File: src/rtl/tpsc_pkg.sv
// Shared types for the two-prime-sum check unit.
// Command and status bundles between controller and datapath; no dependencies.
package tpsc_pkg;

   typedef enum logic [1:0] {
      VSEL_N_MINUS_2,
      VSEL_I,
      VSEL_N_MINUS_I
   } vsel_type;

   typedef struct packed {
      logic     load_n;
      logic     init_i;
      logic     inc_i;
      logic     load_v;
      vsel_type vsel;
      logic     init_d;
      logic     step_d;
      logic     div_start;
   } cmd_type;

   typedef struct packed {
      logic n_lt4;
      logic n_lt5;
      logic n_odd;
      logic i_gt_half;
      logic v_le1;
      logic v_eq2;
      logic v_even;
      logic sq_gt_v;
      logic rem_done;
      logic rem_zero;
   } stat_type;

endpackage

File: src/rtl/tpsc_rem.sv
// Iterative remainder unit: restoring division, one quotient bit per cycle.
// Standalone; used by tpsc_datapath.
module tpsc_rem #(
   parameter int NUMBER_BITS = 16
) (
   input  logic                   clock,
   input  logic                   reset,
   input  logic                   start,
   input  logic [NUMBER_BITS-1:0] dividend,
   input  logic [NUMBER_BITS-1:0] divisor,
   output logic                   done,
   output logic                   rem_zero
);
   localparam int CW = (NUMBER_BITS > 1) ? $clog2(NUMBER_BITS) : 1;

   logic                   busy_ff, busy_in;
   logic                   done_ff, done_in;
   logic [CW-1:0]          cnt_ff, cnt_in;
   logic [NUMBER_BITS:0]   rem_ff, rem_in;
   logic [NUMBER_BITS-1:0] quo_ff, quo_in;
   logic [NUMBER_BITS:0]   shifted;

   always_comb begin
      shifted = {rem_ff[NUMBER_BITS-1:0], quo_ff[NUMBER_BITS-1]};
      busy_in = busy_ff;
      done_in = 1'b0;
      cnt_in  = cnt_ff;
      rem_in  = rem_ff;
      quo_in  = quo_ff;
      if (start) begin
         busy_in = 1'b1;
         cnt_in  = CW'(NUMBER_BITS - 1);
         rem_in  = '0;
         quo_in  = dividend;
      end else if (busy_ff) begin
         quo_in = {quo_ff[NUMBER_BITS-2:0], 1'b0};
         if (shifted >= {1'b0, divisor}) begin
            rem_in = shifted - {1'b0, divisor};
         end else begin
            rem_in = shifted;
         end
         cnt_in = cnt_ff - 1'b1;
         if (cnt_ff == '0) begin
            busy_in = 1'b0;
            done_in = 1'b1;
         end
      end
   end

   always_ff @(posedge clock) begin
      if (reset) begin
         busy_ff <= 1'b0;
         done_ff <= 1'b0;
      end else begin
         busy_ff <= busy_in;
         done_ff <= done_in;
      end
      cnt_ff <= cnt_in;
      rem_ff <= rem_in;
      quo_ff <= quo_in;
   end

   assign done     = done_ff;
   assign rem_zero = (rem_ff == '0);
endmodule

File: src/rtl/tpsc_datapath.sv
// Datapath: number, candidate, value under test, divisor and its square.
// Depends on tpsc_pkg and tpsc_rem.
module tpsc_datapath #(
   parameter int NUMBER_BITS = 16
) (
   input  logic                   clock,
   input  logic                   reset,
   input  logic [NUMBER_BITS-1:0] number,
   input  tpsc_pkg::cmd_type      cmd,
   output tpsc_pkg::stat_type     stat
);
   localparam int SQW = NUMBER_BITS + 2;

   logic [NUMBER_BITS-1:0] n_ff, n_in;
   logic [NUMBER_BITS-1:0] i_ff, i_in;
   logic [NUMBER_BITS-1:0] v_ff, v_in;
   logic [NUMBER_BITS-1:0] d_ff, d_in;
   logic [SQW-1:0]         sq_ff, sq_in;
   logic                   rem_done, rem_zero;

   always_comb begin
      n_in  = cmd.load_n ? number : n_ff;
      i_in  = i_ff;
      if (cmd.init_i) begin
         i_in = NUMBER_BITS'(2);
      end else if (cmd.inc_i) begin
         i_in = i_ff + 1'b1;
      end
      v_in = v_ff;
      if (cmd.load_v) begin
         case (cmd.vsel)
            tpsc_pkg::VSEL_N_MINUS_2: v_in = n_ff - NUMBER_BITS'(2);
            tpsc_pkg::VSEL_I:         v_in = i_ff;
            tpsc_pkg::VSEL_N_MINUS_I: v_in = n_ff - i_ff;
            default:                  v_in = v_ff;
         endcase
      end
      d_in  = d_ff;
      sq_in = sq_ff;
      if (cmd.init_d) begin
         d_in  = NUMBER_BITS'(3);
         sq_in = SQW'(9);
      end else if (cmd.step_d) begin
         d_in  = d_ff + NUMBER_BITS'(2);
         sq_in = sq_ff + {d_ff, 2'b00} + SQW'(4);
      end
   end

   always_ff @(posedge clock) begin
      n_ff  <= n_in;
      i_ff  <= i_in;
      v_ff  <= v_in;
      d_ff  <= d_in;
      sq_ff <= sq_in;
   end

   tpsc_rem #(.NUMBER_BITS(NUMBER_BITS)) u_rem (
      .clock    (clock),
      .reset    (reset),
      .start    (cmd.div_start),
      .dividend (v_ff),
      .divisor  (d_ff),
      .done     (rem_done),
      .rem_zero (rem_zero)
   );

   always_comb begin
      stat.n_lt4     = (n_ff < NUMBER_BITS'(4));
      stat.n_lt5     = (n_ff < NUMBER_BITS'(5));
      stat.n_odd     = n_ff[0];
      stat.i_gt_half = (i_ff > (n_ff >> 1));
      stat.v_le1     = (v_ff <= NUMBER_BITS'(1));
      stat.v_eq2     = (v_ff == NUMBER_BITS'(2));
      stat.v_even    = ~v_ff[0];
      stat.sq_gt_v   = (sq_ff > {2'b00, v_ff});
      stat.rem_done  = rem_done;
      stat.rem_zero  = rem_zero;
   end
endmodule

File: src/rtl/tpsc_ctrl.sv
// Controller: sequences candidate scan and trial division, owns the result register.
// Depends on tpsc_pkg.
module tpsc_ctrl (
   input  logic               clock,
   input  logic               reset,
   input  logic               req_valid,
   output logic               req_ready,
   output logic               rsp_valid,
   input  logic               rsp_ready,
   output logic               rsp_is_two_prime_sum,
   output tpsc_pkg::cmd_type  cmd,
   input  tpsc_pkg::stat_type stat
);
   typedef enum logic [2:0] {
      S_IDLE,
      S_CHECK,
      S_CAND,
      S_PTEST,
      S_SQ,
      S_DIV,
      S_FINISH
   } state_type;

   state_type state_ff, state_in;
   logic      odd_ff, odd_in;
   logic      second_ff, second_in;
   logic      result_ff, result_in;
   logic      rsp_valid_ff, rsp_valid_in;
   logic      rsp_bit_ff, rsp_bit_in;

   always_comb begin
      logic is_prime;
      logic not_prime;
      is_prime     = 1'b0;
      not_prime    = 1'b0;
      state_in     = state_ff;
      odd_in       = odd_ff;
      second_in    = second_ff;
      result_in    = result_ff;
      rsp_valid_in = rsp_valid_ff & ~rsp_ready;
      rsp_bit_in   = rsp_bit_ff;
      cmd          = '0;
      cmd.vsel     = tpsc_pkg::VSEL_I;
      req_ready    = (state_ff == S_IDLE);

      case (state_ff)
         S_IDLE: begin
            if (req_valid) begin
               cmd.load_n = 1'b1;
               state_in   = S_CHECK;
            end
         end
         S_CHECK: begin
            odd_in    = stat.n_odd;
            second_in = 1'b0;
            if (stat.n_lt4 || (stat.n_odd && stat.n_lt5)) begin
               result_in = 1'b0;
               state_in  = S_FINISH;
            end else if (stat.n_odd) begin
               cmd.load_v = 1'b1;
               cmd.vsel   = tpsc_pkg::VSEL_N_MINUS_2;
               state_in   = S_PTEST;
            end else begin
               cmd.init_i = 1'b1;
               state_in   = S_CAND;
            end
         end
         S_CAND: begin
            if (stat.i_gt_half) begin
               result_in = 1'b0;
               state_in  = S_FINISH;
            end else begin
               cmd.load_v = 1'b1;
               cmd.vsel   = tpsc_pkg::VSEL_I;
               second_in  = 1'b0;
               state_in   = S_PTEST;
            end
         end
         S_PTEST: begin
            if (stat.v_le1) begin
               not_prime = 1'b1;
            end else if (stat.v_eq2) begin
               is_prime = 1'b1;
            end else if (stat.v_even) begin
               not_prime = 1'b1;
            end else begin
               cmd.init_d = 1'b1;
               state_in   = S_SQ;
            end
         end
         S_SQ: begin
            if (stat.sq_gt_v) begin
               is_prime = 1'b1;
            end else begin
               cmd.div_start = 1'b1;
               state_in      = S_DIV;
            end
         end
         S_DIV: begin
            if (stat.rem_done) begin
               if (stat.rem_zero) begin
                  not_prime = 1'b1;
               end else begin
                  cmd.step_d = 1'b1;
                  state_in   = S_SQ;
               end
            end
         end
         S_FINISH: begin
            if (!rsp_valid_ff || rsp_ready) begin
               rsp_valid_in = 1'b1;
               rsp_bit_in   = result_ff;
               state_in     = S_IDLE;
            end
         end
         default: state_in = S_IDLE;
      endcase

      if (is_prime) begin
         if (odd_ff || second_ff) begin
            result_in = 1'b1;
            state_in  = S_FINISH;
         end else begin
            cmd.load_v = 1'b1;
            cmd.vsel   = tpsc_pkg::VSEL_N_MINUS_I;
            second_in  = 1'b1;
            state_in   = S_PTEST;
         end
      end else if (not_prime) begin
         if (odd_ff) begin
            result_in = 1'b0;
            state_in  = S_FINISH;
         end else begin
            cmd.inc_i = 1'b1;
            state_in  = S_CAND;
         end
      end
   end

   always_ff @(posedge clock) begin
      if (reset) begin
         state_ff     <= S_IDLE;
         rsp_valid_ff <= 1'b0;
      end else begin
         state_ff     <= state_in;
         rsp_valid_ff <= rsp_valid_in;
      end
      odd_ff     <= odd_in;
      second_ff  <= second_in;
      result_ff  <= result_in;
      rsp_bit_ff <= rsp_bit_in;
   end

   assign rsp_valid            = rsp_valid_ff;
   assign rsp_is_two_prime_sum = rsp_bit_ff;
endmodule

File: src/rtl/two_prime_sum_check_unit.sv
// Latency: data dependent. Each divisor tried runs the bit-serial remainder unit to
// completion; each prime test and each candidate add controller states of their own.
// Numbers below 4 go from the check state straight to finish. Throughput: one item at a
// time; a new item is taken while the previous result waits in the output register.
// Reset: synchronous, clears controller state and output valid; no memory to clear.
module two_prime_sum_check_unit #(
   parameter int NUMBER_BITS = 16
) (
   input  logic                   clock,
   input  logic                   reset,
   input  logic                   req_valid,
   output logic                   req_ready,
   input  logic [NUMBER_BITS-1:0] req_number,
   output logic                   rsp_valid,
   input  logic                   rsp_ready,
   output logic                   rsp_is_two_prime_sum
);
   tpsc_pkg::cmd_type  cmd;
   tpsc_pkg::stat_type stat;

   tpsc_ctrl u_ctrl (
      .clock                (clock),
      .reset                (reset),
      .req_valid            (req_valid),
      .req_ready            (req_ready),
      .rsp_valid            (rsp_valid),
      .rsp_ready            (rsp_ready),
      .rsp_is_two_prime_sum (rsp_is_two_prime_sum),
      .cmd                  (cmd),
      .stat                 (stat)
   );

   tpsc_datapath #(.NUMBER_BITS(NUMBER_BITS)) u_datapath (
      .clock  (clock),
      .reset  (reset),
      .number (req_number),
      .cmd    (cmd),
      .stat   (stat)
   );
endmodule

File: config.mk
export PLATFORM = sky130hd
export DESIGN_NAME = two_prime_sum_check_unit
export DESIGN_NICKNAME = d
export VERILOG_FILES = /design/src/rtl/tpsc_pkg.sv /design/src/rtl/tpsc_rem.sv /design/src/rtl/tpsc_datapath.sv /design/src/rtl/tpsc_ctrl.sv /design/src/rtl/two_prime_sum_check_unit.sv
export SDC_FILE = /design/constraint.sdc
export NUM_CORES = 1
export LEC_CHECK = 0
export BUFFER_PORTS_ARGS = -buffer_cell sky130_fd_sc_hd__buf_2
export CORE_AREA = 2 2 120 151
export CTS_BUF_LIST = sky130_fd_sc_hd__clkbuf_4
export CTS_CLUSTER_DIAMETER = 30
export CTS_CLUSTER_SIZE = 10
export DETAILED_ROUTE_END_ITERATION = 10
export DIE_AREA = 0 0 122 153
export GPL_TIMING_DRIVEN = 0
export PLACE_DENSITY_LB_ADDON = 0.08
export SETUP_SLACK_MARGIN = 0.5
export SLEW_MARGIN = 10
export SYNTH_ARGS = -nofsm -noshare
export SYNTH_HDL_FRONTEND = slang
export SYNTH_SLANG_ARGS = --single-unit
File: constraint.sdc
create_clock -name clock -period 6.7 [get_ports clock]
set_clock_uncertainty 0.05 [all_clocks]
set_input_delay 1.34 -clock clock [delete_from_list [all_inputs] [get_ports clock]]
set_output_delay 1.34 -clock clock [all_outputs]
set_load 0.05 [all_outputs]
==> summary.md <==
| Metric | Value |
|---|---|
| H-tree Lvls | `4` |
| Residual DRC | `0` |
| Ys Warns | `0` |
| CTS clock-pin slew for the worst setup and hold paths | `0.11 ns` |
| Routed WL | `21270 um` |
| Commonest non-fill, non-tap cells in the layout | `ha_1, nand2_1, a21oi_1` |
| Drt first pass iters | `5` |
| Site row count | `54` |
| Tightest Pin Transition | `0.9867 ns` |
| Maximum vdd ir drop | `0.0001762 V` |
| Post-CTS sizing | `0` |
| Worst setup EP type | `register` |
| RSZ-0062 raised after global routing | `false` |
| Arrival time at the worst endpoint | `4.95 ns` |
| Final net count | `1140` |
| Seq. cell area | `0.003003 sq mm` |
| Fin crit period | `4.687 ns` |
| DIE WIDTH | `122 um` |
| CTS Sinks | `125` |
| Clk root buf | `clkbuf_4` |
| Num CTS Buffers | `17` |
| R2R Setup Slk | `2.01 ns` |
| Hold/Removal Path Class | `register to register` |
| Die Ht | `153 um` |
| Initial Util | `0.4989` |
| Critical Path RT | `6.97 ns` |
| Layout cells sized above 1 | `0.08679` |
| Top_reg_cell synth | `dfxtp_1` |
| Crit Path Category | `register to register` |
| Run status | `finished, final reports clean` |
| Commonest non-fill, non-tap cell in the layout | `ha_1` |
| Vias | `7180` |
| Crit share post-route | `0.6995` |
| Number of DRC markers in iteration 0 | `322` |
| Syn_area_per_cell | `8.744 sq um` |
| Port Buf Inserts | `22` |
| Worst reg2reg path startpoint | `u_datapath.v_ff[4]` |
| Final setup violation count | `0` |
| GRT overflow | `0` |
| Setup bufs post-CTS | `0` |
| Final worst setup slack | `2.013 ns` |
| Area Growth Syn to Fin | `8.632%` |
| Crit-path max FO | `10` |
| Clock latency at the later pin of the worst-skew pair | `0.56 ns` |
| Sequential share of the synthesized area | `0.3493` |
| Pwr per Cell Area | `411.9 mW/mm^2` |
| Fin Setup TNS | `0 ns` |
| Max Buffers Root-to-Sink | `2` |
| Non-filler instance count after layout | `1262` |
| Asr flop ratio synth | `0` |
| Placed cells | `1229` |
| Mapped cell area | `0.008596 sq mm` |
| Max_cap viols | `0` |
| Post-synth EDFFs | `50` |
| Cell variety after synth | `80` |
| CTS tree | `done` |
| P_leak | `0.003928 uW` |
| Number of global-route vias before repair | `7039` |
| Die ar. | `0.01867 sq mm` |
| Post-route ant nets | `0` |
| Final instance area | `0.009338 sq mm` |
| Hold Vio Cnt, Final | `0` |
| Slew margin rel. | `0.3398` |
| Fmax | `0.2134 GHz` |
| IO Pins | `23` |
| Multi-input gate area | `0.005160 sq mm` |
| Fill cell count | `1701` |
| Critical hold path startpoint | `u_ctrl.result_ff` |
| Final GP Congestion | `0.8487` |
| Register bit total from synthesis | `125` |
| Pre-CTS setup slack | `1.992 ns` |
| Mapped Cells | `983` |
| Core area | `0.01723 sq mm` |
| Largest net degree at the start of global routing | `17` |
| Vias/cell | `5.689` |
| Cell Area, Placed | `0.008996 sq mm` |
| All-Layer GR Usage | `0.2378` |
| Worst setup SP type | `register` |
| Fin. max-slew vios | `0` |
| Synthesized Nets | `1099` |
| Initial antenna violation count | `1` |
| CP startpoint | `u_datapath.v_ff[4]` |
| Final HPWL DP | `16530 um` |
| Wire per inst | `16.85 um` |
| Cts hold-fix bufs | `0` |
| First-pass GRT wire length | `34770 um` |
[metrics by stage]
stage          total power, uW  hold WS, ns    util
2_1_floorplan             2743       0.3582       -
3_3_place_gp              3198       0.3636  0.5216
3_5_place_dp              3211       0.3790  0.5222
4_1_cts                   3867       0.4014  0.5418
5_1_grt                   4157       0.4115  0.5420
6_report                  3847       0.4003  0.5420
[metal layers]
layer	GRT usage	vias up	routed length [um]
met5	0	-	0
met3	0.03993	45	583
met2	0.4427	116	11280
met1	0.2667	3363	8776
li1	-	3656	-
met4	0.08758	0	632
[synthesized netlist by cell type, drive strengths merged, types with 3 or more instances]
library cell	number	share of area
ha	93	0.14
nand2	91	0.040
a21oi	88	0.052
inv	81	0.035
dfxtp	75	0.17
nor2	67	0.030
o21ai	59	0.035
xnor2	53	0.054
edfxtp	50	0.17
a21o	25	0.022
nor3	23	0.013
or3	21	0.016
nand4	20	0.015
clkbuf	19	0.0083
nand3	19	0.011
nor4	18	0.016
a31oi	13	0.0095
a221oi	12	0.012
buf	12	0.0074
xor2	12	0.012
nor2b	11	0.0080
o21bai	10	0.0087
a211oi	9	0.0079
mux2i	9	0.010
or2	9	0.0065
nand2b	6	0.0044
and2	5	0.0036
o211ai	5	0.0044
and3	4	0.0029
nand3b	4	0.0035
o21a	4	0.0035
o31ai	4	0.0041
a211o	3	0.0031
a22oi	3	0.0026
fa	3	0.0070
o22ai	3	0.0022
[critical path, cell delays in order (launching register included)]
cell	delay, ns
edfxtp_1	0.40
inv_1	0.09
ha_1	0.24
a21o_1	0.18
a21oi_1	0.13
nand2_1	0.09
a221o_1	0.39
a2111oi_4	0.55
o31ai_2	0.21
a22oi_1	0.43
ha_1	0.20
clkbuf_1	0.33
clkinv_1	0.38
clkbuf_1	0.37
a221oi_1	0.31
nor2_1	0.08
[power by group]
part | leakage [uW] | internal [uW] | switching, uW | total [uW]
Sequential | 0.00108 | 1080 | 202 | 1280
Clock | 0.000189 | 339 | 299 | 639
Combinational | 0.00265 | 789 | 1140 | 1930
Total | 0.00393 | 2200 | 1640 | 3850
[cell type report]
class | count | area share
clock inverter | 13 | 0.02104
clock buffer | 19 | 0.01528
timing repair buffer | 22 | 0.01179
buffer | 31 | 0.01447
multi-input combinational | 745 | 0.5526
sequential | 125 | 0.3216
tap | 224 | 0.03001
antenna | 1 | 0.0002680
inverter | 82 | 0.03296
[sequential cells by signal (all words and copies together) (netlist names)]
signal / cells
u_datapath.n_ff: 16
u_datapath.u_rem.rem_ff: 17
u_datapath.i_ff: 16
u_datapath.u_rem.cnt_ff: 4
u_datapath.u_rem.done: 1
u_ctrl.state_ff: 3
u_datapath.u_rem.quo_ff: 16
u_datapath.v_ff: 16
u_datapath.sq_ff: 15
u_ctrl.odd_ff: 1
u_ctrl.rsp_valid: 1
u_ctrl.rsp_is_two_prime_sum: 1
u_ctrl.second_ff: 1
u_datapath.d_ff: 15
u_datapath.u_rem.busy_ff: 1
u_ctrl.result_ff: 1
[final timing paths]
path,endpoint,depth (start not counted)
worst min-delay path,u_ctrl.rsp_is_two_prime_sum,0
worst max register to register,u_datapath.v_ff[6],15
worst min register to register,u_ctrl.rsp_is_two_prime_sum,0
worst max-delay path,u_datapath.v_ff[6],15
[logic make-up after synthesis]
logic type / count (synthesis) / share of synthesized area
AOI/OAI and AO/OA: 266 / 0.1993
xor gates and xnor gates: 65 / 0.06623
adders and majority gates: 96 / 0.1424
buffers and inverters: 113 / 0.05153
DFF: 125 / 0.3493
muxes: 10 / 0.01179
and+or+nand+nor: 308 / 0.1795
Note: power is estimated with default switching activity, not from simulation.
